$ cat config.mk
export PLATFORM = sky130hd
export DESIGN_NAME = tga_rle_pixel_decoder
export DESIGN_NICKNAME = d
export VERILOG_FILES = /design/src/hdl/tga_rle_pkg.sv /design/src/hdl/tga_rle_pixel_decoder.sv
export SDC_FILE = /design/constraint.sdc
export NUM_CORES = 1
export LEC_CHECK = 0
export BUFFER_PORTS_ARGS = -buffer_cell sky130_fd_sc_hd__buf_2
export CAP_MARGIN = 30
export CORE_MARGIN = 3
export CORE_UTILIZATION = 50
export CTS_BUF_LIST = sky130_fd_sc_hd__clkbuf_16
export DETAILED_ROUTE_END_ITERATION = 8
export PLACE_DENSITY = 0.81
export RECOVER_POWER = 25
export SYNTH_ARGS = -nofsm -noshare
export SYNTH_HDL_FRONTEND = slang
export SYNTH_SLANG_ARGS = --single-unit
$ cat constraint.sdc
create_clock -name clk -period 4.15 [get_ports clk]
set_clock_uncertainty 0.1 [all_clocks]
set_input_delay 0.6225 -clock clk [delete_from_list [all_inputs] [get_ports clk]]
set_output_delay 0.6225 -clock clk [all_outputs]
set_load 0.005 [all_outputs]
$ cat src/hdl/tga_rle_pkg.sv
package tga_rle_pkg;

	// configuration register indexes, one 32-bit word each
	typedef enum logic {
		REG_BYTES_PER_PIXEL = 1'b0,
		REG_PIXEL_COUNT     = 1'b1
	} reg_idx_t;

	localparam int unsigned ADDR_W = 3;
	localparam int unsigned DATA_W = 32;

	// bytes per pixel code that selects the 32 bpp (B,G,R,A) layout
	localparam logic [2:0] BPP_32 = 3'd4;

	// colour byte slots
	localparam logic [1:0] IDX_BLUE  = 2'd0;
	localparam logic [1:0] IDX_GREEN = 2'd1;
	localparam logic [1:0] IDX_RED   = 2'd2;
	localparam logic [1:0] IDX_ALPHA = 2'd3;

	// reset values of the registers
	localparam logic [2:0]  BPP_RESET   = 3'd3;
	localparam logic [31:0] COUNT_RESET = 32'd1;

	// decoder status flags
	typedef struct packed {
		logic expect_header;
		logic run_packet;
		logic clamped;
		logic halted;
	} dec_flags_t;

endpackage

$ cat src/hdl/tga_rle_pixel_decoder.sv
// TGA run-length pixel decoder, 24 and 32 bits per pixel.
// The input channel (in_valid/in_ready/data_byte) takes one compressed pixel
// data byte per word. Packet headers below 128 open a raw packet of header+1
// pixels, others a run of header-127 copies of one pixel. Colour bytes come
// in B,G,R(,A) order.
// The output channel (out_valid/out_ready) carries one word per raw pixel and
// one per run: red, green, blue, alpha, repeat_count, image_done and
// overflow_error. alpha is zero at 24 bpp.
// The result is registered and presented in the cycle after its last colour byte is
// accepted. Bytes are taken one per cycle while the single output register is empty
// or being drained.
// When the receiver stalls with a result waiting, in_ready drops only if the
// next byte would produce another result; header and colour bytes before it
// still flow into the state registers.
// Reset, or any APB register write, starts a new image: the decoder waits for
// a packet header. After image_done the block drops every byte until the next
// register write. APB: bytes_per_pixel at 0x0, pixel_count at 0x4.
module tga_rle_pixel_decoder (
	input  logic        clk,
	input  logic        arst_n,
	// configuration
	input  logic        psel,
	input  logic        penable,
	input  logic        pwrite,
	input  logic [tga_rle_pkg::ADDR_W-1:0] paddr,
	input  logic [tga_rle_pkg::DATA_W-1:0] pwdata,
	output logic [tga_rle_pkg::DATA_W-1:0] prdata,
	output logic        pready,
	// byte input
	input  logic        in_valid,
	output logic        in_ready,
	input  logic [7:0]  data_byte,
	// pixel output
	output logic        out_valid,
	input  logic        out_ready,
	output logic [7:0]  red,
	output logic [7:0]  green,
	output logic [7:0]  blue,
	output logic [7:0]  alpha,
	output logic [7:0]  repeat_count,
	output logic        image_done,
	output logic        overflow_error
);

	logic [2:0]  bpp_q;
	logic [31:0] pixel_count_q;
	logic [31:0] remaining_q;
	logic [7:0]  packet_left_q;
	logic [1:0]  byte_index_q;
	logic [7:0]  colour_q [3];
	tga_rle_pkg::dec_flags_t flags_q, flags_d;

	logic        cfg_wr;
	logic        in_fire;
	logic        is_32;
	logic [1:0]  last_index;
	logic        last_byte;
	logic        emit;
	logic [7:0]  hdr_count;
	logic        hdr_clamp;
	logic [7:0]  px_count;
	logic [31:0] rem_next;
	logic        done_next;
	logic [7:0]  left_next;

	logic        out_valid_q;
	logic [7:0]  red_q, green_q, blue_q, alpha_q, repeat_q;
	logic        done_q, err_q;

	// apb access
	assign pready = 1'b1;
	assign cfg_wr = psel && penable && pwrite && pready;

	always_comb begin
		unique case (tga_rle_pkg::reg_idx_t'(paddr[2]))
			tga_rle_pkg::REG_BYTES_PER_PIXEL: prdata = {29'd0, bpp_q};
			tga_rle_pkg::REG_PIXEL_COUNT:     prdata = pixel_count_q;
			default:                          prdata = '0;
		endcase
	end

	always_ff @(posedge clk or negedge arst_n) begin
		if (!arst_n) begin
			bpp_q         <= tga_rle_pkg::BPP_RESET;
			pixel_count_q <= tga_rle_pkg::COUNT_RESET;
		end else if (cfg_wr) begin
			unique case (tga_rle_pkg::reg_idx_t'(paddr[2]))
				tga_rle_pkg::REG_BYTES_PER_PIXEL: bpp_q <= pwdata[2:0];
				tga_rle_pkg::REG_PIXEL_COUNT:     pixel_count_q <= pwdata;
				default:                          bpp_q <= bpp_q;
			endcase
		end
	end

	// byte classification
	assign is_32      = (bpp_q == tga_rle_pkg::BPP_32);
	assign last_index = is_32 ? tga_rle_pkg::IDX_ALPHA : tga_rle_pkg::IDX_RED;
	assign last_byte  = !flags_q.halted && !flags_q.expect_header &&
		(byte_index_q == last_index);

	// only a last colour byte needs room in the output register
	assign in_ready = !last_byte || !out_valid_q || out_ready;
	assign in_fire  = in_valid && in_ready;
	assign emit     = in_fire && last_byte;

	// header decode: raw h+1 and run h-127 both equal the low seven bits plus one
	assign hdr_count = {1'b0, data_byte[6:0]} + 8'd1;
	assign hdr_clamp = (remaining_q < {24'd0, hdr_count});

	// pixel accounting for a finished pixel
	assign px_count  = flags_q.run_packet ? packet_left_q : 8'd1;
	assign rem_next  = remaining_q - {24'd0, px_count};
	assign done_next = (rem_next == 32'd0);
	assign left_next = packet_left_q - px_count;

	// next decoder flags
	always_comb begin
		flags_d = flags_q;
		if (!flags_q.halted) begin
			if (flags_q.expect_header) begin
				if (remaining_q == 32'd0) begin
					flags_d.halted = 1'b1;
				end else begin
					flags_d.run_packet    = data_byte[7];
					flags_d.clamped       = hdr_clamp;
					flags_d.expect_header = 1'b0;
				end
			end else if (last_byte) begin
				if (done_next) begin
					flags_d.halted        = 1'b1;
					flags_d.expect_header = 1'b1;
				end else if (left_next == 8'd0) begin
					flags_d.expect_header = 1'b1;
					flags_d.clamped       = 1'b0;
				end
			end
		end
	end

	// decoder state
	always_ff @(posedge clk or negedge arst_n) begin
		if (!arst_n) begin
			flags_q       <= '{expect_header: 1'b1, run_packet: 1'b0,
				clamped: 1'b0, halted: 1'b0};
			remaining_q   <= tga_rle_pkg::COUNT_RESET;
			packet_left_q <= '0;
			byte_index_q  <= '0;
		end else if (cfg_wr) begin
			flags_q       <= '{expect_header: 1'b1, run_packet: 1'b0,
				clamped: 1'b0, halted: 1'b0};
			remaining_q   <= (tga_rle_pkg::reg_idx_t'(paddr[2]) ==
				tga_rle_pkg::REG_PIXEL_COUNT) ? pwdata : pixel_count_q;
			packet_left_q <= '0;
			byte_index_q  <= '0;
		end else if (in_fire && !flags_q.halted) begin
			flags_q <= flags_d;
			if (flags_q.expect_header) begin
				packet_left_q <= hdr_clamp ? remaining_q[7:0] : hdr_count;
				byte_index_q  <= '0;
			end else if (last_byte) begin
				remaining_q   <= rem_next;
				packet_left_q <= left_next;
				byte_index_q  <= '0;
			end else begin
				byte_index_q <= byte_index_q + 2'd1;
			end
		end
	end

	// colour byte store
	always_ff @(posedge clk) begin
		if (in_fire && !flags_q.halted && !flags_q.expect_header && !last_byte &&
			!cfg_wr && (byte_index_q != tga_rle_pkg::IDX_ALPHA)) begin
			colour_q[byte_index_q] <= data_byte;
		end
	end

	// output register
	always_ff @(posedge clk or negedge arst_n) begin
		if (!arst_n) begin
			out_valid_q <= 1'b0;
		end else if (emit && !cfg_wr) begin
			out_valid_q <= 1'b1;
		end else if (out_ready) begin
			out_valid_q <= 1'b0;
		end
	end

	always_ff @(posedge clk) begin
		if (emit && !cfg_wr) begin
			red_q    <= is_32 ? colour_q[tga_rle_pkg::IDX_RED] : data_byte;
			green_q  <= colour_q[tga_rle_pkg::IDX_GREEN];
			blue_q   <= colour_q[tga_rle_pkg::IDX_BLUE];
			alpha_q  <= is_32 ? data_byte : 8'd0;
			repeat_q <= px_count;
			done_q   <= done_next;
			err_q    <= flags_q.clamped;
		end
	end

	assign out_valid      = out_valid_q;
	assign red            = red_q;
	assign green          = green_q;
	assign blue           = blue_q;
	assign alpha          = alpha_q;
	assign repeat_count   = repeat_q;
	assign image_done     = done_q;
	assign overflow_error = err_q;

	// colour byte position never passes the last slot of the pixel format
	a_index_range: assert property (@(posedge clk) disable iff (!arst_n)
		(byte_index_q != tga_rle_pkg::IDX_ALPHA) || is_32)
		else $error("byte index past last colour slot");

	// an open packet always has pixels left
	a_packet_open: assert property (@(posedge clk) disable iff (!arst_n)
		!flags_q.expect_header |-> (packet_left_q != 8'd0))
		else $error("open packet with no pixels left");

	// a halted decoder does not count pixels
	a_halt_hold: assert property (@(posedge clk) disable iff (!arst_n)
		(in_fire && flags_q.halted && !cfg_wr) |=> (remaining_q == $past(remaining_q)))
		else $error("pixel count moved while halted");

	// every presented result covers at least one pixel
	a_repeat_nonzero: assert property (@(posedge clk) disable iff (!arst_n)
		out_valid_q |-> (repeat_q != 8'd0))
		else $error("result with zero repeat count");

endmodule
Word-level counts from Yosys, hierarchy flattened
Memories as Yosys holds them, arrays and structs flattened. A register that Yosys moved wholly into a read port is not among the register bits. Cells that the tools add are included.

Register bits after elaboration: 108. RAM bits: 24. Bits of input ports: 50. Output and inout bits: 77. Word-level logic and storage cells: 101. Memories kept: 1.

$add $sub $neg: 4. $lt $le $gt $ge: 1. Eq/ne operators: 8. Mux-type cells: 37. Bitwise logic cells: 1. Reductions and logical operators: 34.

Memory list: colour_q (depth 3, width 8, rd ports 3, clocked after memory_dff 2, write ports 1, RTL line tga_rle_pixel_decoder.sv:50) `logic [7:0] colour_q [3];`.

Operators by type and width (number): $mux W32 (5); $logic_not A32 Y1 (2); $pmux W32 S2 (1); $mux W8 (7); $lt A32 B8 Y1 (1); $sub A32 B8 Y32 (1); $mux W1 (14); $logic_and A1 B1 Y1 (12); $mux W2 (6); $mux W4 (3); $add A7 B1 Y8 const B (1); $logic_not A8 Y1 (1); $reduce_bool A2 Y1 (4); $sub A8 B8 Y8 (1); $ne A3 B3 Y1 const B (2); $reduce_and A2 Y1 (3); $reduce_and A6 Y1 (1); $reduce_bool A3 Y1 (2); $logic_not A1 Y1 (5); $ne A2 B1 Y1 const B (2); $ne A2 B2 Y1 const B (2); $reduce_and A4 Y1 (1); $eq A3 B3 Y1 const B (1); $mux W3 (1); 5 further kinds (6).

Depth between registers and ports, before layout
Word-level depth: 15. Gate-level depth with buffers: 14. Depth with buffers taken out: 12.

Least setup slack after synthesis
Ideal clock, no wire load.

Kind: register to register. Start point: reg flags_q[2] in the netlist's numbering. End point: reg flags_q[3] in the netlist's numbering. Library setup time: 0.082 ns. Arrival: 3.256 ns. Required time: 3.968 ns. Path slack: 0.713 ns. Cell stages (with the launch flop): 13. Buffers on the path: 2. Clock period less this slack: 3.437 ns. Cells stage by stage: dfrtp_1 clkbuf_1 clkbuf_1 nand2b_1 ha_1 fa_1 nand2b_1 a211o_1 a31oi_1 o311ai_0 nor4b_1 nand4_1 o211ai_1.

Longest elaborated chain between the ends: 10. Elaborated cells between the ends (all ways): 12. Classes of those cells: add/sub (2); mux (8); reduce/logical (2).

RTL lines: start: declaration (RTL line tga_rle_pixel_decoder.sv:51) `tga_rle_pkg::dec_flags_t flags_q, flags_d;`; start signal: assignment (RTL line tga_rle_pixel_decoder.sv:143) `flags_q <= '{expect_header: 1'b1, run_packet: 1'b0,`; start signal: assignment (RTL line tga_rle_pixel_decoder.sv:149) `flags_q <= '{expect_header: 1'b1, run_packet: 1'b0,`; start signal: assignment (RTL line tga_rle_pixel_decoder.sv:156) `flags_q <= flags_d;`; $mux W8 (*) (RTL line tga_rle_pixel_decoder.sv:111) `assign px_count = flags_q.run_packet ? packet_left_q : 8'd1;`; via px_count[0] (RTL line tga_rle_pixel_decoder.sv:61) `logic [7:0] px_count;`; parallel branches: the longest is 3 deep, another holds $sub A32 B8 Y32; $mux W1 (*) (RTL line tga_rle_pixel_decoder.sv:129) `if (done_next) begin`; $mux W1 (*) (RTL line tga_rle_pixel_decoder.sv:128) `end else if (last_byte) begin`; $mux W1 (*) (RTL line tga_rle_pixel_decoder.sv:120) `if (flags_q.expect_header) begin`; $mux W4 (*) (RTL line tga_rle_pixel_decoder.sv:119) `if (!flags_q.halted) begin`; $mux W4 (*) (RTL line tga_rle_pixel_decoder.sv:155) `end else if (in_fire && !flags_q.halted) begin`; $mux W4 (*) (RTL line tga_rle_pixel_decoder.sv:148) `end else if (cfg_wr) begin`.

Mark *: on every way through the listed nets, which the timed path passes. The select of a mux whose other input is x is not followed. A chain may end at the register's enable or synchronous reset.

Final worst setup path
Start point: reg flags_q[2] in the netlist's numbering. End point: reg flags_q[0] in the netlist's numbering.

Longest elaborated chain between the ends: 9.

RTL lines: $mux W8 (RTL line tga_rle_pixel_decoder.sv:111); via px_count[0] (RTL line tga_rle_pixel_decoder.sv:61); $sub A32 B8 Y32 (RTL line tga_rle_pixel_decoder.sv:112) `assign rem_next = remaining_q - {24'd0, px_count};`; $logic_not A32 Y1 (RTL line tga_rle_pixel_decoder.sv:113) `assign done_next = (rem_next == 32'd0);`; $mux W1 (RTL line tga_rle_pixel_decoder.sv:129); $mux W2 (RTL line tga_rle_pixel_decoder.sv:128); $mux W2 (RTL line tga_rle_pixel_decoder.sv:120); $mux W4 (RTL line tga_rle_pixel_decoder.sv:119); $mux W4 (RTL line tga_rle_pixel_decoder.sv:155); $mux W4 (RTL line tga_rle_pixel_decoder.sv:148).

The timed path passes the listed nets, and every way through them passes these cells. The select of a mux whose other input is x is not followed.

==> reports/summary.txt <==
violated checks - max-capacitance violations, max-slew violations
Core Rows - 45
Switching Share - 37.1%
Final Max Slew Viols - 64
Worst Path Class, Setup - reg -> reg
Final min period - 3810 ps
worst-path fanout max - 16
fraction of power consumed by the clock network - 27.3%
library cells used by synthesis - 70
pin count of the biggest net entering global routing - 64
required time at the worst-slack endpoint - 4380 ps
Leak - 3.80 nW
combinational power share - 32.4%
clock-pin transition on the worst setup and hold timing paths - 70 ps
Rel. slew slack - -8.66%
Total Wirelength - 18600 um
Primary FF master, synth - sky130_fd_sc_hd__dfrtp_1
biggest area consumer among synthesized cells - sky130_fd_sc_hd__edfxtp_1
maximum level of the CTS H-tree - 4
DRC - 0
fraction of post-synthesis cell area in the top cell type by area - 24.8%
pin slew with the least headroom to its limit - 1630 ps
first-pass GRT wire length - 30300 um
fmax - 0.263 GHz
Pre-antenna DRT Iters - 7
leading cell type in the layout, fill and taps excluded - sky130_fd_sc_hd__buf_2
Post-synth EDFFs - 66
IO Count - 127
TritonCTS Sinks - 148
count of final hold-check violations - 0
Max Cap Violations - 1
total gr overflow - 0
Setup WS pre-CTS - 532 ps
Critical Path AT - 4040 ps
CTS tree - built
Resize count post-CTS - 0
via count - 6262
top library cells by usage in the layout, fill and taps aside - sky130_fd_sc_hd__buf_2, sky130_fd_sc_hd__dfrtp_1, sky130_fd_sc_hd__edfxtp_1
latest clock arrival within the worst-skew pair - 430 ps
number of failing setup endpoints in the final timing report - 0
Yosys warning count - 0
overall die height - 133 um
run status - complete, but fails checks
cell count after synthesis - 745
Die Span X - 133 um
Core Box Area - 15400 sq um
sequential share of power - 40.3%
ranking of synthesized cells by area - sky130_fd_sc_hd__edfxtp_1, sky130_fd_sc_hd__dfrtp_1, sky130_fd_sc_hd__mux2_2
number of global-route vias before repair - 5961
Worst IR Drop VDD - 346 uV
number of buffers inserted during clock tree synthesis - 17
flip-flop and latch count after synthesis - 148
power per standard cell area - 577 nW/um^2
nets@finish - 930
overall die area - 17600 sq um
Async SR Flop Fraction - 55.4%
internal power summed over all cells - 3.40 mW
final critical-path setup slack - 341 ps
Mapped Area - 8000 sq um
placer's final routability congestion estimate - 0.980
number of DRC markers after the initial detailed-route iteration - 604
antenna violations before repair - 0
Global Route Usage Sum - 21.5%
number of routed nets with antenna violations - 0
number of port buffers - 123
share of the cycle needed by the critical path after routing - 91.8%
antenna diode instance count - 0
initial core utilization - 51.9%
unrepaired setup endpoints after global routing - false
number of buffers inserted for hold repair after clock tree synthesis - 0
accumulated negative setup slack - 0 ps
layout cells sized above 1 - 26.2%
worst hold path type - reg -> reg
largest registers - pixel_count_q (32), remaining_q (32), colour_q (24)
detail-routed via count per cell - 5.79
# Post-CTS Setup Buffers - 0
Clock Root Buffer - sky130_fd_sc_hd__clkbuf_16
crit end category - register
mean routed wirelength per cell - 17.2 um
Layout area overhead - 17.2%
net switching power figure - 2.01 mW
Detailed Place HPWL - 13000 um
average cell area after synthesis - 10.7 sq um
sort of element at the start of the critical path - register
Bufs on Longest Clock Path - 2
Synth Net Count - 817
sequential area share after synthesis - 50.5%
cell type report:
| class | count | area (sq um) |
|---|---|---|
| clock buffers | 17 | 425 |
| inverters | 22 | 82.6 |
| well taps | 211 | 264 |
| fillers | 1240 | 6040 |
| repair buffers | 135 | 708 |
| multi-input cells | 534 | 3710 |
| flip-flops and latches | 148 | 4040 |
| clock inverters | 15 | 155 |
metrics by stage:
| step | total power, mW | area [sq um] | hold slack, ps | utilization (%) | std cells |
|---|---|---|---|---|---|
| after floorplan | 3.35 | 8000 | 227 | - | 745 |
| after CTS | 5.40 | 9400 | 221 | 60.9 | 1082 |
| after global placement | 3.85 | 8810 | 300 | 57.1 | 1049 |
| after global routing | 5.74 | 9380 | 308 | 60.8 | 1082 |
| after detailed placement | 3.89 | 8810 | 305 | 57.1 | 1050 |
| final | 5.41 | 9380 | 311 | 60.8 | 1082 |
Yosys cell counts, types with 22 or more instances:
master / count
sky130_fd_sc_hd__a211oi_1: 26
sky130_fd_sc_hd__a21oi_1: 49
sky130_fd_sc_hd__and2_1: 42
sky130_fd_sc_hd__clkbuf_1: 33
sky130_fd_sc_hd__dfrtp_1: 77
sky130_fd_sc_hd__edfxtp_1: 66
sky130_fd_sc_hd__inv_1: 22
sky130_fd_sc_hd__mux2_2: 46
sky130_fd_sc_hd__nand2_1: 49
sky130_fd_sc_hd__nor2_1: 47
sky130_fd_sc_hd__nor2b_1: 27
sky130_fd_sc_hd__o21ai_0: 22
power by group through the flow:
stage / Clock, mW / Combinational (mW) / Sequential (mW)
detailed placement: 0 / 1.70 / 2.19
finish: 1.48 / 1.75 / 2.18
global route: 1.58 / 1.94 / 2.22
floorplan: 0 / 1.27 / 2.08
global placement: 0 / 1.67 / 2.18
CTS: 1.51 / 1.73 / 2.17
worst max-delay path: stages (launching register included):
cell and delay, ps:
sky130_fd_sc_hd__dfrtp_1 660, sky130_fd_sc_hd__nand2b_1 220, sky130_fd_sc_hd__ha_1 270, sky130_fd_sc_hd__fa_1 400, sky130_fd_sc_hd__xnor2_1 190, sky130_fd_sc_hd__or4_1 400
sky130_fd_sc_hd__a2111oi_0 430, sky130_fd_sc_hd__o311ai_0 230, sky130_fd_sc_hd__nor4b_1 320, sky130_fd_sc_hd__nand4_1 260, sky130_fd_sc_hd__o22ai_1 240
worst paths after layout:
path | end | slack [ps] | cells past startpoint | from
worst max-delay path | flags_q[0] | 340 | 10 | flags_q[2]
worst min-delay path | green[3] | 310 | 0 | colour_q[1][3]
worst max register to register | flags_q[0] | 340 | 10 | flags_q[2]
worst min register to register | green[3] | 310 | 0 | colour_q[1][3]
max in group asynchronous | pixel_count_q[0] | 2310 | 2 | arst_n
min in group asynchronous | remaining_q[26] | 510 | 1 | arst_n
cell families (layout without fill, tap and decap cells):
kind of cell | after synthesis | count (layout) | share of synthesized area, %
simple gates | 270 | 270 | 18.9
flops | 148 | 148 | 50.5
compound gates | 147 | 147 | 11.8
buf+inv | 63 | 189 | 3.25
mux | 59 | 59 | 8.10
xor+xnor | 35 | 35 | 3.83
fa+ha+maj | 22 | 22 | 3.53
other cells | 1 | 1 | 0.0469
metal layers:
layer | vias up | routed length (um) | GRT usage [%]
li1 | 2955 | - | -
met1 | 3011 | 8270 | 30.3
met2 | 266 | 8730 | 33.2
met3 | 30 | 1310 | 4.68
met4 | 0 | 318 | 7.10
met5 | - | 0 | 0
Note: power is estimated with default switching activity, not from simulation.
